**src/design/ilm_pkg.sv**
```systemverilog
// Shared types and constants for the interrupt latency monitor.
package ilm_pkg;

  localparam int RING_DEPTH = 32;
  localparam int IDX_W      = $clog2(RING_DEPTH);
  localparam int TS_W       = 32;
  localparam int SUM_W      = 64;
  localparam int CPU_W      = 10;
  localparam int DL_W       = 16;
  localparam int LIMIT_W    = CPU_W + DL_W + 1;
  localparam int CFG_IDX_W  = 8;
  localparam int CFG_DATA_W = 32;

  localparam logic CMD_CAPTURE = 1'b0;
  localparam logic CMD_SERVICE = 1'b1;

  localparam logic [CFG_IDX_W-1:0] REG_TICKS_PER_US = CFG_IDX_W'(0);
  localparam logic [CFG_IDX_W-1:0] REG_DEADLINE_US  = CFG_IDX_W'(1);

  localparam logic [CPU_W-1:0] CPU_RESET = CPU_W'(16);
  localparam logic [DL_W-1:0]  DL_RESET  = DL_W'(1000);

  typedef struct packed {
    logic            valid;
    logic            popped;
    logic            dropped;
    logic [TS_W-1:0] stamp;
  } ring_beat_t;

  typedef struct packed {
    logic            valid;
    logic            popped;
    logic            dropped;
    logic            missed;
    logic [TS_W-1:0] start;
    logic [TS_W-1:0] lat;
  } lat_beat_t;

  typedef struct packed {
    logic             popped;
    logic [TS_W-1:0]  start_timestamp;
    logic [TS_W-1:0]  latency_ticks;
    logic             deadline_missed;
    logic             dropped;
    logic [TS_W-1:0]  measured_count;
    logic [TS_W-1:0]  min_latency;
    logic [TS_W-1:0]  max_latency;
    logic [TS_W-1:0]  jitter;
    logic [SUM_W-1:0] total_latency;
    logic [TS_W-1:0]  missed_count;
    logic [TS_W-1:0]  overflow_total;
  } out_beat_t;

endpackage

```
**src/design/ilm_in_if.sv**
```systemverilog
// Input channel: command and timestamp beats.
interface ilm_in_if;
  logic                      valid;
  logic                      ready;
  logic                      command;
  logic [ilm_pkg::TS_W-1:0]  timestamp;

  modport source (output valid, command, timestamp, input ready);
  modport sink   (input valid, command, timestamp, output ready);
endinterface

```
**src/design/ilm_out_if.sv**
```systemverilog
// Result channel: per-beat measurement and running statistics.
interface ilm_out_if;
  logic                      valid;
  logic                      ready;
  logic                      popped;
  logic [ilm_pkg::TS_W-1:0]  start_timestamp;
  logic [ilm_pkg::TS_W-1:0]  latency_ticks;
  logic                      deadline_missed;
  logic                      dropped;
  logic [ilm_pkg::TS_W-1:0]  measured_count;
  logic [ilm_pkg::TS_W-1:0]  min_latency;
  logic [ilm_pkg::TS_W-1:0]  max_latency;
  logic [ilm_pkg::TS_W-1:0]  jitter;
  logic [ilm_pkg::SUM_W-1:0] total_latency;
  logic [ilm_pkg::TS_W-1:0]  missed_count;
  logic [ilm_pkg::TS_W-1:0]  overflow_total;

  modport source (output valid, popped, start_timestamp, latency_ticks, deadline_missed,
                  dropped, measured_count, min_latency, max_latency, jitter, total_latency,
                  missed_count, overflow_total, input ready);
  modport sink   (input valid, popped, start_timestamp, latency_ticks, deadline_missed,
                  dropped, measured_count, min_latency, max_latency, jitter, total_latency,
                  missed_count, overflow_total, output ready);
endinterface

```
**src/design/ilm_cfg_if.sv**
```systemverilog
// Configuration write channel.
interface ilm_cfg_if;
  logic                             valid;
  logic                             ready;
  logic [ilm_pkg::CFG_IDX_W-1:0]    reg_index;
  logic [ilm_pkg::CFG_DATA_W-1:0]   wdata;

  modport source (output valid, reg_index, wdata, input ready);
  modport sink   (input valid, reg_index, wdata, output ready);
endinterface

```
**src/design/ilm_ram.sv**
```systemverilog
// Generic single-write, single-read RAM with registered read data.
module ilm_ram #(
  parameter int WIDTH = 32,
  parameter int DEPTH = 32
) (
  input  logic                     clk,
  input  logic                     we,
  input  logic [$clog2(DEPTH)-1:0] waddr,
  input  logic [WIDTH-1:0]         wdata,
  input  logic                     re,
  input  logic [$clog2(DEPTH)-1:0] raddr,
  output logic [WIDTH-1:0]         rdata
);

  logic [WIDTH-1:0] mem_r [DEPTH];
  logic [WIDTH-1:0] rdata_r;

  always_ff @(posedge clk) begin
    if (we) begin
      mem_r[waddr] <= wdata;
    end
    if (re) begin
      rdata_r <= mem_r[raddr];
    end
  end

  assign rdata = rdata_r;

endmodule

```
**src/design/ilm_ring.sv**
```systemverilog
// Timestamp ring: index control, full/empty decision and ring memory.
module ilm_ring (
  input  logic                       clk,
  input  logic                       rst_n,
  input  logic                       in_valid,
  output logic                       in_ready,
  input  logic                       command,
  input  logic [ilm_pkg::TS_W-1:0]   timestamp,
  input  logic                       s1_take,
  output ilm_pkg::ring_beat_t        s1,
  output logic [ilm_pkg::TS_W-1:0]   start_stamp
);

  logic [ilm_pkg::IDX_W-1:0] wr_r, wr_nxt, rd_r, rd_nxt, wr_inc, rd_inc;
  ilm_pkg::ring_beat_t       s1_r, s1_nxt;
  logic                      acc, is_cap, full, empty, push, pop;

  assign wr_inc = (wr_r == ilm_pkg::IDX_W'(ilm_pkg::RING_DEPTH - 1)) ? '0 : wr_r + 1'b1;
  assign rd_inc = (rd_r == ilm_pkg::IDX_W'(ilm_pkg::RING_DEPTH - 1)) ? '0 : rd_r + 1'b1;

  assign in_ready = !s1_r.valid || s1_take;
  assign acc      = in_valid && in_ready;
  assign is_cap   = (command == ilm_pkg::CMD_CAPTURE);
  assign full     = (wr_inc == rd_r);
  assign empty    = (wr_r == rd_r);
  assign push     = acc && is_cap && !full;
  assign pop      = acc && !is_cap && !empty;

  assign wr_nxt = push ? wr_inc : wr_r;
  assign rd_nxt = pop ? rd_inc : rd_r;

  always_comb begin
    s1_nxt.valid   = in_valid;
    s1_nxt.popped  = pop;
    s1_nxt.dropped = acc && is_cap && full;
    s1_nxt.stamp   = timestamp;
  end

  always_ff @(posedge clk) begin
    if (!rst_n) begin
      wr_r       <= '0;
      rd_r       <= '0;
      s1_r.valid <= 1'b0;
    end else begin
      wr_r <= wr_nxt;
      rd_r <= rd_nxt;
      if (in_ready) begin
        s1_r <= s1_nxt;
      end
    end
  end

  ilm_ram #(
    .WIDTH (ilm_pkg::TS_W),
    .DEPTH (ilm_pkg::RING_DEPTH)
  ) u_ram (
    .clk   (clk),
    .we    (push),
    .waddr (wr_r),
    .wdata (timestamp),
    .re    (pop),
    .raddr (rd_r),
    .rdata (start_stamp)
  );

  assign s1 = s1_r;

  a_idx_range: assert property (@(posedge clk) disable iff (!rst_n)
    (wr_r <= ilm_pkg::IDX_W'(ilm_pkg::RING_DEPTH - 1)) &&
    (rd_r <= ilm_pkg::IDX_W'(ilm_pkg::RING_DEPTH - 1)))
    else $error("ring index out of range");

endmodule

```
**src/design/ilm_stats.sv**
```systemverilog
// Latency, deadline check and running statistics, with the output register.
module ilm_stats (
  input  logic                        clk,
  input  logic                        rst_n,
  input  ilm_pkg::ring_beat_t         s1,
  input  logic [ilm_pkg::TS_W-1:0]    start_stamp,
  output logic                        s1_take,
  input  logic [ilm_pkg::CPU_W-1:0]   ticks_per_us,
  input  logic [ilm_pkg::DL_W-1:0]    deadline_us,
  output logic                        out_valid,
  input  logic                        out_ready,
  output ilm_pkg::out_beat_t          out_data
);

  localparam int TS_W  = ilm_pkg::TS_W;
  localparam int SUM_W = ilm_pkg::SUM_W;
  localparam int LIM_W = ilm_pkg::LIMIT_W;

  logic [LIM_W-1:0]   limit_r, limit_nxt;
  ilm_pkg::lat_beat_t s2_r, s2_nxt;
  logic               s2_take, upd, out_v_r;
  ilm_pkg::out_beat_t out_r, out_nxt;
  logic [TS_W-1:0]    lat1;

  logic [TS_W-1:0]  ev_r, ev_nxt, min_r, min_nxt, max_r, max_nxt;
  logic [TS_W-1:0]  prev_r, prev_nxt, jit_r, jit_nxt, miss_r, miss_nxt;
  logic [TS_W-1:0]  drop_r, drop_nxt, diff;
  logic [SUM_W-1:0] sum_r, sum_nxt;

  // (deadline_us + 1) * ticks_per_us; zero only when the check is off
  assign limit_nxt = LIM_W'({1'b0, deadline_us} + 17'd1) * LIM_W'(ticks_per_us);

  assign s2_take = !out_v_r || out_ready;
  assign s1_take = !s2_r.valid || s2_take;
  assign upd     = s2_r.valid && s2_take;

  assign lat1 = s1.stamp - start_stamp;

  always_comb begin
    s2_nxt.valid   = s1.valid;
    s2_nxt.popped  = s1.popped;
    s2_nxt.dropped = s1.dropped;
    s2_nxt.start   = s1.popped ? start_stamp : '0;
    s2_nxt.lat     = s1.popped ? lat1 : '0;
    s2_nxt.missed  = s1.popped && (limit_r != '0) && (lat1 >= TS_W'(limit_r));
  end

  assign diff = (s2_r.lat > prev_r) ? s2_r.lat - prev_r : prev_r - s2_r.lat;

  always_comb begin
    ev_nxt   = ev_r;
    sum_nxt  = sum_r;
    min_nxt  = min_r;
    max_nxt  = max_r;
    jit_nxt  = jit_r;
    prev_nxt = prev_r;
    miss_nxt = miss_r;
    drop_nxt = s2_r.dropped ? drop_r + 1'b1 : drop_r;
    if (s2_r.popped) begin
      ev_nxt   = ev_r + 1'b1;
      sum_nxt  = sum_r + SUM_W'(s2_r.lat);
      min_nxt  = (s2_r.lat < min_r) ? s2_r.lat : min_r;
      max_nxt  = (s2_r.lat > max_r) ? s2_r.lat : max_r;
      jit_nxt  = (ev_nxt > TS_W'(1)) ? diff : jit_r;
      prev_nxt = s2_r.lat;
      miss_nxt = s2_r.missed ? miss_r + 1'b1 : miss_r;
    end
  end

  always_comb begin
    out_nxt.popped          = s2_r.popped;
    out_nxt.start_timestamp = s2_r.start;
    out_nxt.latency_ticks   = s2_r.lat;
    out_nxt.deadline_missed = s2_r.missed;
    out_nxt.dropped         = s2_r.dropped;
    out_nxt.measured_count  = ev_nxt;
    out_nxt.min_latency     = min_nxt;
    out_nxt.max_latency     = max_nxt;
    out_nxt.jitter          = jit_nxt;
    out_nxt.total_latency   = sum_nxt;
    out_nxt.missed_count    = miss_nxt;
    out_nxt.overflow_total  = drop_nxt;
  end

  always_ff @(posedge clk) begin
    limit_r <= limit_nxt;
    if (!rst_n) begin
      s2_r.valid <= 1'b0;
      out_v_r    <= 1'b0;
      ev_r       <= '0;
      sum_r      <= '0;
      min_r      <= '1;
      max_r      <= '0;
      jit_r      <= '0;
      prev_r     <= '0;
      miss_r     <= '0;
      drop_r     <= '0;
    end else begin
      if (s1_take) begin
        s2_r <= s2_nxt;
      end
      if (s2_take) begin
        out_v_r <= s2_r.valid;
        out_r   <= out_nxt;
      end
      if (upd) begin
        ev_r   <= ev_nxt;
        sum_r  <= sum_nxt;
        min_r  <= min_nxt;
        max_r  <= max_nxt;
        jit_r  <= jit_nxt;
        prev_r <= prev_nxt;
        miss_r <= miss_nxt;
        drop_r <= drop_nxt;
      end
    end
  end

  assign out_valid = out_v_r;
  assign out_data  = out_r;

  a_pop_xor_drop: assert property (@(posedge clk) disable iff (!rst_n)
    out_v_r |-> !(out_r.popped && out_r.dropped))
    else $error("beat both popped and dropped");

  a_miss_count: assert property (@(posedge clk) disable iff (!rst_n)
    upd && s2_r.missed |=> miss_r == $past(miss_r) + 1'b1)
    else $error("missed deadline not counted");

  a_min_max: assert property (@(posedge clk) disable iff (!rst_n)
    out_v_r && (out_r.measured_count != '0) |-> out_r.min_latency <= out_r.max_latency)
    else $error("minimum above maximum");

endmodule

```
**src/design/interrupt_latency_monitor_core.sv**
```systemverilog
// Top level of the interrupt latency monitor.
// Usage:
//   in_ch  : one beat per event; command capture pushes timestamp into a
//            32-entry ring (31 usable), command service pops the oldest entry
//            and measures latency = timestamp - start, wrapping at 32 bits.
//   out_ch : exactly one beat per input beat, in order, carrying the
//            per-event fields and the running statistics after that event.
//   cfg_ch : register 0 clock ticks per microsecond, register 1 deadline_us;
//            always ready. Write only while no beat is in flight.
// Pipeline: an accepted input beat passes, in order, the ring memory read, the
//   latency/deadline stage and the statistics stage, each one registered.
// Throughput: one beat per cycle while out_ch is not stalled; the statistics
//   update is a read-modify-write of the counter registers in the last stage.
// Stall: out_ch.ready low holds the output register; the two inner stages
//   keep filling, so up to two more beats are taken before in_ch.ready drops.
// Reset: synchronous rst_n empties the ring and pipeline, clears counters,
//   sets minimum to all ones and loads the register reset values.
module interrupt_latency_monitor_core (
  input  logic              clk,
  input  logic              rst_n,
  ilm_in_if.sink            in_ch,
  ilm_out_if.source         out_ch,
  ilm_cfg_if.sink           cfg_ch
);

  logic [ilm_pkg::CPU_W-1:0] cpu_r;
  logic [ilm_pkg::DL_W-1:0]  dl_r;
  ilm_pkg::ring_beat_t       s1;
  logic [ilm_pkg::TS_W-1:0]  start_stamp;
  logic                      s1_take;
  ilm_pkg::out_beat_t        out_data;

  assign cfg_ch.ready = 1'b1;

  always_ff @(posedge clk) begin
    if (!rst_n) begin
      cpu_r <= ilm_pkg::CPU_RESET;
      dl_r  <= ilm_pkg::DL_RESET;
    end else if (cfg_ch.valid) begin
      if (cfg_ch.reg_index == ilm_pkg::REG_TICKS_PER_US) begin
        cpu_r <= cfg_ch.wdata[ilm_pkg::CPU_W-1:0];
      end
      if (cfg_ch.reg_index == ilm_pkg::REG_DEADLINE_US) begin
        dl_r <= cfg_ch.wdata[ilm_pkg::DL_W-1:0];
      end
    end
  end

  ilm_ring u_ring (
    .clk         (clk),
    .rst_n       (rst_n),
    .in_valid    (in_ch.valid),
    .in_ready    (in_ch.ready),
    .command     (in_ch.command),
    .timestamp   (in_ch.timestamp),
    .s1_take     (s1_take),
    .s1          (s1),
    .start_stamp (start_stamp)
  );

  ilm_stats u_stats (
    .clk           (clk),
    .rst_n         (rst_n),
    .s1            (s1),
    .start_stamp   (start_stamp),
    .s1_take       (s1_take),
    .ticks_per_us  (cpu_r),
    .deadline_us   (dl_r),
    .out_valid     (out_ch.valid),
    .out_ready     (out_ch.ready),
    .out_data      (out_data)
  );

  assign out_ch.popped          = out_data.popped;
  assign out_ch.start_timestamp = out_data.start_timestamp;
  assign out_ch.latency_ticks   = out_data.latency_ticks;
  assign out_ch.deadline_missed = out_data.deadline_missed;
  assign out_ch.dropped         = out_data.dropped;
  assign out_ch.measured_count  = out_data.measured_count;
  assign out_ch.min_latency     = out_data.min_latency;
  assign out_ch.max_latency     = out_data.max_latency;
  assign out_ch.jitter          = out_data.jitter;
  assign out_ch.total_latency   = out_data.total_latency;
  assign out_ch.missed_count    = out_data.missed_count;
  assign out_ch.overflow_total  = out_data.overflow_total;

endmodule
```
**src/flat_wrapper.sv**
```systemverilog
// flat-port wrapper written by rule: the top's interface ports become plain ports
module interrupt_latency_monitor_core_flat 
  (clk, rst_n, in_ch_valid, in_ch_command, in_ch_timestamp, in_ch_ready, out_ch_valid, out_ch_popped, out_ch_start_timestamp, out_ch_latency_ticks, out_ch_deadline_missed, out_ch_dropped, out_ch_measured_count, out_ch_min_latency, out_ch_max_latency, out_ch_jitter, out_ch_total_latency, out_ch_missed_count, out_ch_overflow_total, out_ch_ready, cfg_ch_valid, cfg_ch_reg_index, cfg_ch_wdata, cfg_ch_ready);
  ilm_in_if in_ch_i ();
  ilm_out_if out_ch_i ();
  ilm_cfg_if cfg_ch_i ();
  input  logic clk;
  input  logic rst_n;
  input wire logic [$bits(in_ch_i.valid)-1:0] in_ch_valid;
  input wire logic [$bits(in_ch_i.command)-1:0] in_ch_command;
  input wire logic [$bits(in_ch_i.timestamp)-1:0] in_ch_timestamp;
  output wire logic [$bits(in_ch_i.ready)-1:0] in_ch_ready;
  output wire logic [$bits(out_ch_i.valid)-1:0] out_ch_valid;
  output wire logic [$bits(out_ch_i.popped)-1:0] out_ch_popped;
  output wire logic [$bits(out_ch_i.start_timestamp)-1:0] out_ch_start_timestamp;
  output wire logic [$bits(out_ch_i.latency_ticks)-1:0] out_ch_latency_ticks;
  output wire logic [$bits(out_ch_i.deadline_missed)-1:0] out_ch_deadline_missed;
  output wire logic [$bits(out_ch_i.dropped)-1:0] out_ch_dropped;
  output wire logic [$bits(out_ch_i.measured_count)-1:0] out_ch_measured_count;
  output wire logic [$bits(out_ch_i.min_latency)-1:0] out_ch_min_latency;
  output wire logic [$bits(out_ch_i.max_latency)-1:0] out_ch_max_latency;
  output wire logic [$bits(out_ch_i.jitter)-1:0] out_ch_jitter;
  output wire logic [$bits(out_ch_i.total_latency)-1:0] out_ch_total_latency;
  output wire logic [$bits(out_ch_i.missed_count)-1:0] out_ch_missed_count;
  output wire logic [$bits(out_ch_i.overflow_total)-1:0] out_ch_overflow_total;
  input wire logic [$bits(out_ch_i.ready)-1:0] out_ch_ready;
  input wire logic [$bits(cfg_ch_i.valid)-1:0] cfg_ch_valid;
  input wire logic [$bits(cfg_ch_i.reg_index)-1:0] cfg_ch_reg_index;
  input wire logic [$bits(cfg_ch_i.wdata)-1:0] cfg_ch_wdata;
  output wire logic [$bits(cfg_ch_i.ready)-1:0] cfg_ch_ready;
  assign in_ch_i.valid = in_ch_valid;
  assign in_ch_i.command = in_ch_command;
  assign in_ch_i.timestamp = in_ch_timestamp;
  assign in_ch_ready = in_ch_i.ready;
  assign out_ch_valid = out_ch_i.valid;
  assign out_ch_popped = out_ch_i.popped;
  assign out_ch_start_timestamp = out_ch_i.start_timestamp;
  assign out_ch_latency_ticks = out_ch_i.latency_ticks;
  assign out_ch_deadline_missed = out_ch_i.deadline_missed;
  assign out_ch_dropped = out_ch_i.dropped;
  assign out_ch_measured_count = out_ch_i.measured_count;
  assign out_ch_min_latency = out_ch_i.min_latency;
  assign out_ch_max_latency = out_ch_i.max_latency;
  assign out_ch_jitter = out_ch_i.jitter;
  assign out_ch_total_latency = out_ch_i.total_latency;
  assign out_ch_missed_count = out_ch_i.missed_count;
  assign out_ch_overflow_total = out_ch_i.overflow_total;
  assign out_ch_i.ready = out_ch_ready;
  assign cfg_ch_i.valid = cfg_ch_valid;
  assign cfg_ch_i.reg_index = cfg_ch_reg_index;
  assign cfg_ch_i.wdata = cfg_ch_wdata;
  assign cfg_ch_ready = cfg_ch_i.ready;
  interrupt_latency_monitor_core u_core (.clk(clk), .rst_n(rst_n), .in_ch(in_ch_i), .out_ch(out_ch_i), .cfg_ch(cfg_ch_i));
endmodule
```
**config.mk**
```make
export PLATFORM = sky130hd
export DESIGN_NAME = interrupt_latency_monitor_core_flat
export DESIGN_NICKNAME = d
export VERILOG_FILES = /design/src/design/ilm_pkg.sv /design/src/design/ilm_in_if.sv /design/src/design/ilm_out_if.sv /design/src/design/ilm_cfg_if.sv /design/src/design/ilm_ram.sv /design/src/design/ilm_ring.sv /design/src/design/ilm_stats.sv /design/src/design/interrupt_latency_monitor_core.sv /design/src/flat_wrapper.sv
export SDC_FILE = /design/constraint.sdc
export NUM_CORES = 2
export LEC_CHECK = 0
export BUFFER_PORTS_ARGS = -buffer_cell sky130_fd_sc_hd__buf_2
export CAP_MARGIN = 0
export CORE_MARGIN = 5
export CORE_UTILIZATION = 45
export CTS_BUF_LIST = sky130_fd_sc_hd__clkbuf_16
export DETAILED_ROUTE_END_ITERATION = 8
export SLEW_MARGIN = 20
export SYNTH_ARGS = -nofsm -noshare
export SYNTH_HDL_FRONTEND = slang
export SYNTH_SLANG_ARGS = --single-unit
```
**constraint.sdc**
```tcl
create_clock -name clk -period 17.52 [get_ports clk]
set_clock_uncertainty 0.1 [all_clocks]
set_input_delay 1.752 -clock clk [delete_from_list [all_inputs] [get_ports clk]]
set_output_delay 1.752 -clock clk [all_outputs]
set_load 0.05 [all_outputs]
```
Yosys cells after proc, flatten, opt, wreduce, memory -nomap -nowiden
Memory sizes are Yosys's and may differ from the RTL's. A register that Yosys moved wholly into a read port is not among the register bits.
Index checks and enable logic that the tools add are counted.
{ "op_classes": {"magnitude_cmp": 5, "mux": 16, "bitwise": 1, "eq_ne": 5, "n_reduce_logical": 25, "mul": 1, "addsub": 10} }
{ "op_table": {"columns": ["operator", "count"], "rows": [
  ["$mux 32", 11],
  ["$add 32x1->32 const B", 3],
  ["$sub 32x32->32", 3],
  ["$add 64x32->64", 1],
  ["$gt 32x32->1", 2],
  ["$mux 64", 1],
  ["$ge 32x27->1", 1],
  ["$gt 32x1->1 const B", 1],
  ["$lt 32x32->1", 1],
  ["$mul 27x10->27", 1],
  ["$reduce_bool 27->1", 1],
  ["$add 16x1->17 const B", 1],
  ["$reduce_and 2->1", 6],
  ["$add 5x1->5 const B", 2],
  ["$eq 5x5->1", 2],
  ["$eq 5x5->1 const B", 2],
  ["$mux 5", 2],
  ["$logic_and 1x1->1", 9],
  ["$eq 8x1->1 const B", 1],
  ["$logic_not 8->1", 1],
  ["$logic_not 1->1", 5],
  ["$logic_or 1x1->1", 3],
  ["$mux 1", 2],
  ["$not 1->1", 1]
]} }
{ "word_totals": {"input_bits": 78, "output_inout_bits": 326, "elab_cells": 100, "reg_bits": 778, "n_memories": 1, "mem_bits_rw": 1024} }
{ "mem_list": {"columns": ["name", "depth", "width", "read_ports", "rd_clocked_by_memory_dff", "wr", "line", "rtl"], "rows": [
  ["u_core.u_ring.u_ram.mem_r", 32, 32, 1, 1, 1, "ilm_ram.sv:15", "logic [WIDTH-1:0] mem_r [DEPTH];"]
]} }

Depth between registers and ports, before layout
{ "depth": {"word_depth": 9, "ltp_mapped": 26} }

Cells and area by module
A second synthesis with hierarchy kept.
{ "hier_totals": {"cells_unflattened": 6851, "hier_area_um2": 85904.9} }
{ "modules_own_cells": {"columns": ["module", "area_each_um2", "instances", "seq_area_each_um2", "cells_each"], "rows": [
  ["ilm_stats", 42210.5, 1, 18057.3, 4357],
  ["ilm_ram", 40805.4, 1, 31710.4, 2260],
  ["ilm_ring", 1788.0, 1, 1241.2, 119],
  ["interrupt_latency_monitor_core", 1101.1, 1, 520.5, 115]
]} }

Worst setup path after synthesis
OpenSTA, ideal clock, no wires.
{ "synth_timing": {"kind": "input-to-reg", "startpoint": "input rst_n", "endpoint": "register u_core.u_stats.out_r (netlist bit u_core.u_stats.out_data[0]) (enable)", "path_stages": 5, "arrival_time_ns": 15.914, "required_time_ns": 16.405, "n_path_buf": 3, "slack_ns": 0.491, "path_cell_list": "clkbuf_1 > inv_2 > clkbuf_1 > clkbuf_1 > nor2_1"} }
{ "synth_via": {"elab_chain_cells": 1} }
{ "synth_lines": {"columns": ["element", "line", "rtl"], "rows": [
  ["start: declaration", "flat_wrapper.sv:8", "input logic rst_n;"],
  ["$reduce_and 2->1 (no line)", null, null],
  ["end signal: assignment", "ilm_stats.sv:104", "out_r <= out_nxt;"],
  ["end: declaration", "ilm_stats.sv:22", "ilm_pkg::out_beat_t out_r, out_nxt;"]
]} }
No other way between the ends.
A chain may end at the register's enable or synchronous reset.

Worst setup path in the final report
{ "layout_timing": {"startpoint": "register u_core.dl_r[0] in the netlist's numbering", "endpoint": "register u_core.u_stats.limit_r[26]"} }
{ "layout_via": {"elab_chain_cells": 2} }
{ "layout_lines": {"columns": ["element", "line", "rtl"], "rows": [
  ["start: declaration", "interrupt_latency_monitor_core.sv:27", "logic [ilm_pkg::DL_W-1:0] dl_r;"],
  ["start signal: assignment", "interrupt_latency_monitor_core.sv:38", "dl_r <= ilm_pkg::DL_RESET;"],
  ["start signal: assignment", "interrupt_latency_monitor_core.sv:44", "dl_r <= cfg_ch.wdata[ilm_pkg::DL_W-1:0];"],
  ["$add 16x1->17", "ilm_stats.sv:31", "assign limit_nxt = LIM_W'({1'b0, deadline_us} + 17'd1) * LIM_W'(ticks_per_us);"],
  ["$mul 27x10->27", "ilm_stats.sv:31", null],
  ["named net u_core.u_stats.limit_nxt[26]", "ilm_stats.sv:19", "logic [LIM_W-1:0] limit_r, limit_nxt;"],
  ["end signal: assignment", "ilm_stats.sv:86", "limit_r <= limit_nxt;"],
  ["end: declaration", "ilm_stats.sv:19", null]
]} }
The timed path passes the listed nets, and every way through them passes these cells.

==> impl_metrics.tcl <==
set metrics [dict create \
    setup_viol 0 \
    path_class "reg2reg" \
    vdd_drop_max_v 0.0000968 \
    cts_tree "built" \
    ant_nets 0 \
    die_w_um 444 \
    dp_cells 8767 \
    antenna_found_initial 15 \
    max-clock-path-buffers 3 \
    track_usage 0.221 \
    worst-path-max-fanout 15 \
    timing.final.crit_share 0.447 \
    yosysUniqueCellTypes 89 \
    fmax_ghz 0.128 \
    h-tree-depth 4 \
    ys.flop_type "edfxtp_1" \
    layout_common_cells "edfxtp_1 (1480), nand2_1 (560), inv_1 (392)" \
    viasPerCell 5.60 \
    syn_area_per_cell_um2 13.9 \
    crit_buf_inv 3 \
    syn_area_um2 84800 \
    period_minus_slack_ns 7.84 \
    async_flop_share 0 \
    critical-path-top-delay-family "adder cells" \
    instances_no_fill 9115 \
    drc_errors 0 \
    synth_nets 6592 \
    crit_top_cell "fa_1" \
    worst_slack_ns 9.68 \
    die_area_um2 197000 \
    cpMaxStageDelayCell "xor2_1" \
    power_density_nw_per_um2 100 \
    gp_congestion 0.872 \
    synth_seq_cells 1834 \
    hpwl_um 144000 \
    pre_cts_slack_ns 9.70 \
    wl_per_cell_um 24.3 \
    synthCells 6102 \
    drt_first_pass_iters 5 \
    start_util 0.452 \
    rows 159 \
    worstPathArrival_ns 8.50 \
    critPathRequiredTime_ns 18.18 \
    grt_pass1_vias 50900 \
    final_hold_viol_count 0 \
    grt_pass1_wl_um 330000 \
    final_max_slew_viol_count 0 \
    cts_buffers 190 \
    via_count 51000 \
    cts-resized-gates 0 \
    cp_slowest_stage_delay_ns 0.69 \
    post-route-util 0.510 \
    routed_wl_um 221000 \
    tns_ns 0 \
    seq_area_frac_synth 0.607 \
    layout_commonest_cell "edfxtp_1" \
    core_um2 188000 \
    grt_max_degree 161 \
    cap_violations 0 \
    root_buffer "clkbuf_16" \
    cts.hold.buffers_added 0 \
    syn2layout_area_growth_pct 12.9 \
    critPathCaptureType "flop" \
    portBuffers 386 \
    nets 6954 \
    yosys_warnings 0 \
    first_iter_violations 3829 \
    clk_pin_slew_worst_paths_ns 0.06 \
    worst_slew_pin_slew_ns 1.10 \
    die-height_um 444 \
    p_leak_nw 35.3 \
    cts_sinks 1834 \
    rsz0062_at_grt "no" \
    top_level_ports 404 \
    grt_overflow 0 \
    synth-edff-count 1480 \
    status "complete, no violations" \
    postCtsSetupBuffers 0 \
    start_kind "flop" \
    hold_class "reg2reg" \
    clk_latency_ns 0.86 \
    drive_gt1_frac 0.186 \
    max_slew_margin 0.264 \
    cp_cell_sequence "ha_1, nand3_1, nor2_1, xor2_1, nand2_1, fa_1, inv_1, fa_1, fa_1, fa_1, inv_1, fa_1, inv_1, ha_1, a21o_1, a211oi_1, a221oi_1, o41ai_1, o31ai_1, o41ai_1, o21bai_1, a21oi_1, xnor2_1" \
]
## synth_stat cells (30+ instances only)
cell type | instances | share of area
a21o_1 | 103 | 0.0091
mux2i_1 | 122 | 0.014
o21ai_0 | 171 | 0.010
nor2_1 | 358 | 0.016
fa_1 | 122 | 0.029
clkbuf_1 | 227 | 0.010
nand2_1 | 561 | 0.025
nand4_1 | 71 | 0.0052
and3_1 | 52 | 0.0038
ha_1 | 290 | 0.043
nand3_1 | 137 | 0.0081
and2_1 | 143 | 0.011
xor2_1 | 165 | 0.017
nor2b_1 | 30 | 0.0022
xnor2_1 | 191 | 0.020
or3_1 | 32 | 0.0024
dfxtp_1 | 354 | 0.084
edfxtp_1 | 1480 | 0.52
nand2b_1 | 34 | 0.0025
mux4_2 | 320 | 0.085
a21oi_1 | 231 | 0.014
buf_1 | 37 | 0.0016
o211ai_1 | 49 | 0.0043
mux2_2 | 65 | 0.0086
nor3_1 | 54 | 0.0032
inv_1 | 353 | 0.016
## state kept, by name, summed over array words and instances (netlist names), 32 cells and up
register / flops
u_core.u_stats.prev_r: 32
u_core.u_stats.max_r: 32
u_core.u_stats.sum_r: 64
u_core.u_stats.ev_r: 32
u_core.u_ring.u_ram.rdata: 32
u_core.u_stats.drop_r: 32
u_core.u_stats.min_r: 32
u_core.u_ring.s1: 35
u_core.u_stats.out_nxt: 67
u_core.u_stats.jit_r: 32
u_core.u_stats.out_data: 323
u_core.u_stats.miss_r: 32
u_core.u_ring.u_ram.mem_r: 1024
## cells by family (layout without fill, tap and decap cells)
logic type,count (synthesis),count (layout),synth area share
other,1,4,0.0000442
AOI/OAI and AO/OA,769,769,0.0588
xor gates and xnor gates,356,356,0.0368
buffers and inverters,660,1175,0.0303
and+or+nand+nor,1563,1563,0.0872
DFF,1834,1834,0.607
muxes,507,507,0.108
adders and majority gates,412,412,0.0716
## worst paths after layout
check,from,endpoint,slack [ns],cells past startpoint
max,u_core.dl_r[0],u_core.u_stats.limit_r[26],9.68,23
min,u_core.u_stats.out_nxt[302],u_core.u_stats.out_data[302],0.32,0
max reg2reg,u_core.dl_r[0],u_core.u_stats.limit_r[26],9.68,23
min reg2reg,u_core.u_stats.out_nxt[302],u_core.u_stats.out_data[302],0.32,0
## stage by stage
step	total power, W	hold WS, ns	instance area, um2
3_5_place_dp	0.00581	0.305	89700
2_1_floorplan	0.00552	0.300	84800
6_report	0.00958	0.317	95800
5_1_grt	0.00992	0.330	95800
4_1_cts	0.00968	0.319	95700
3_3_place_gp	0.00579	0.305	89700
## cell type report
| class | instances | area, um2 |
|---|---|---|
| antenna | 3 | 7.51 |
| clock buffer | 192 | 4800 |
| clock inverter | 153 | 1250 |
| sequential | 1834 | 51500 |
| fill | 15800 | 91800 |
| inverter | 356 | 1340 |
| tap | 2495 | 3120 |
| timing repair buffer | 474 | 2630 |
| multi-input combinational | 3608 | 31100 |
## power by group
part / internal (W) / total (W) / leakage, nW / switching (W)
Sequential: 0.00480 / 0.00486 / 16.6 / 0.0000658
Combinational: 0.000256 / 0.000848 / 15.6 / 0.000592
Clock: 0.00213 / 0.00386 / 3.05 / 0.00173
Total: 0.00718 / 0.00958 / 35.3 / 0.00239
## worst register-to-register path, stage by stage (launching register included)
cell and delay (ns):
dfxtp_1 0.68, ha_1 0.38, nand3_1 0.22, nor2_1 0.17
xor2_1 0.69, nand2_1 0.18, fa_1 0.59, inv_1 0.06
fa_1 0.52, fa_1 0.45, fa_1 0.56, inv_1 0.06
fa_1 0.52, inv_1 0.04, ha_1 0.35, a21o_1 0.21
a211oi_1 0.25, a221oi_1 0.13, o41ai_1 0.55, o31ai_1 0.20
o41ai_1 0.44, o21bai_1 0.11, a21oi_1 0.18, xnor2_1 0.13
## routing by layer
metal	vias up	wire length [um]	share of wire	global-route usage
li1	23200	-	-	-
met1	26000	92100	0.42	0.293
met2	1468	111000	0.50	0.378
met3	325	11300	0.051	0.0310
met4	4	7610	0.034	0.0741
met5	-	19	0.000086	0
(Power assumes the default switching activity.)
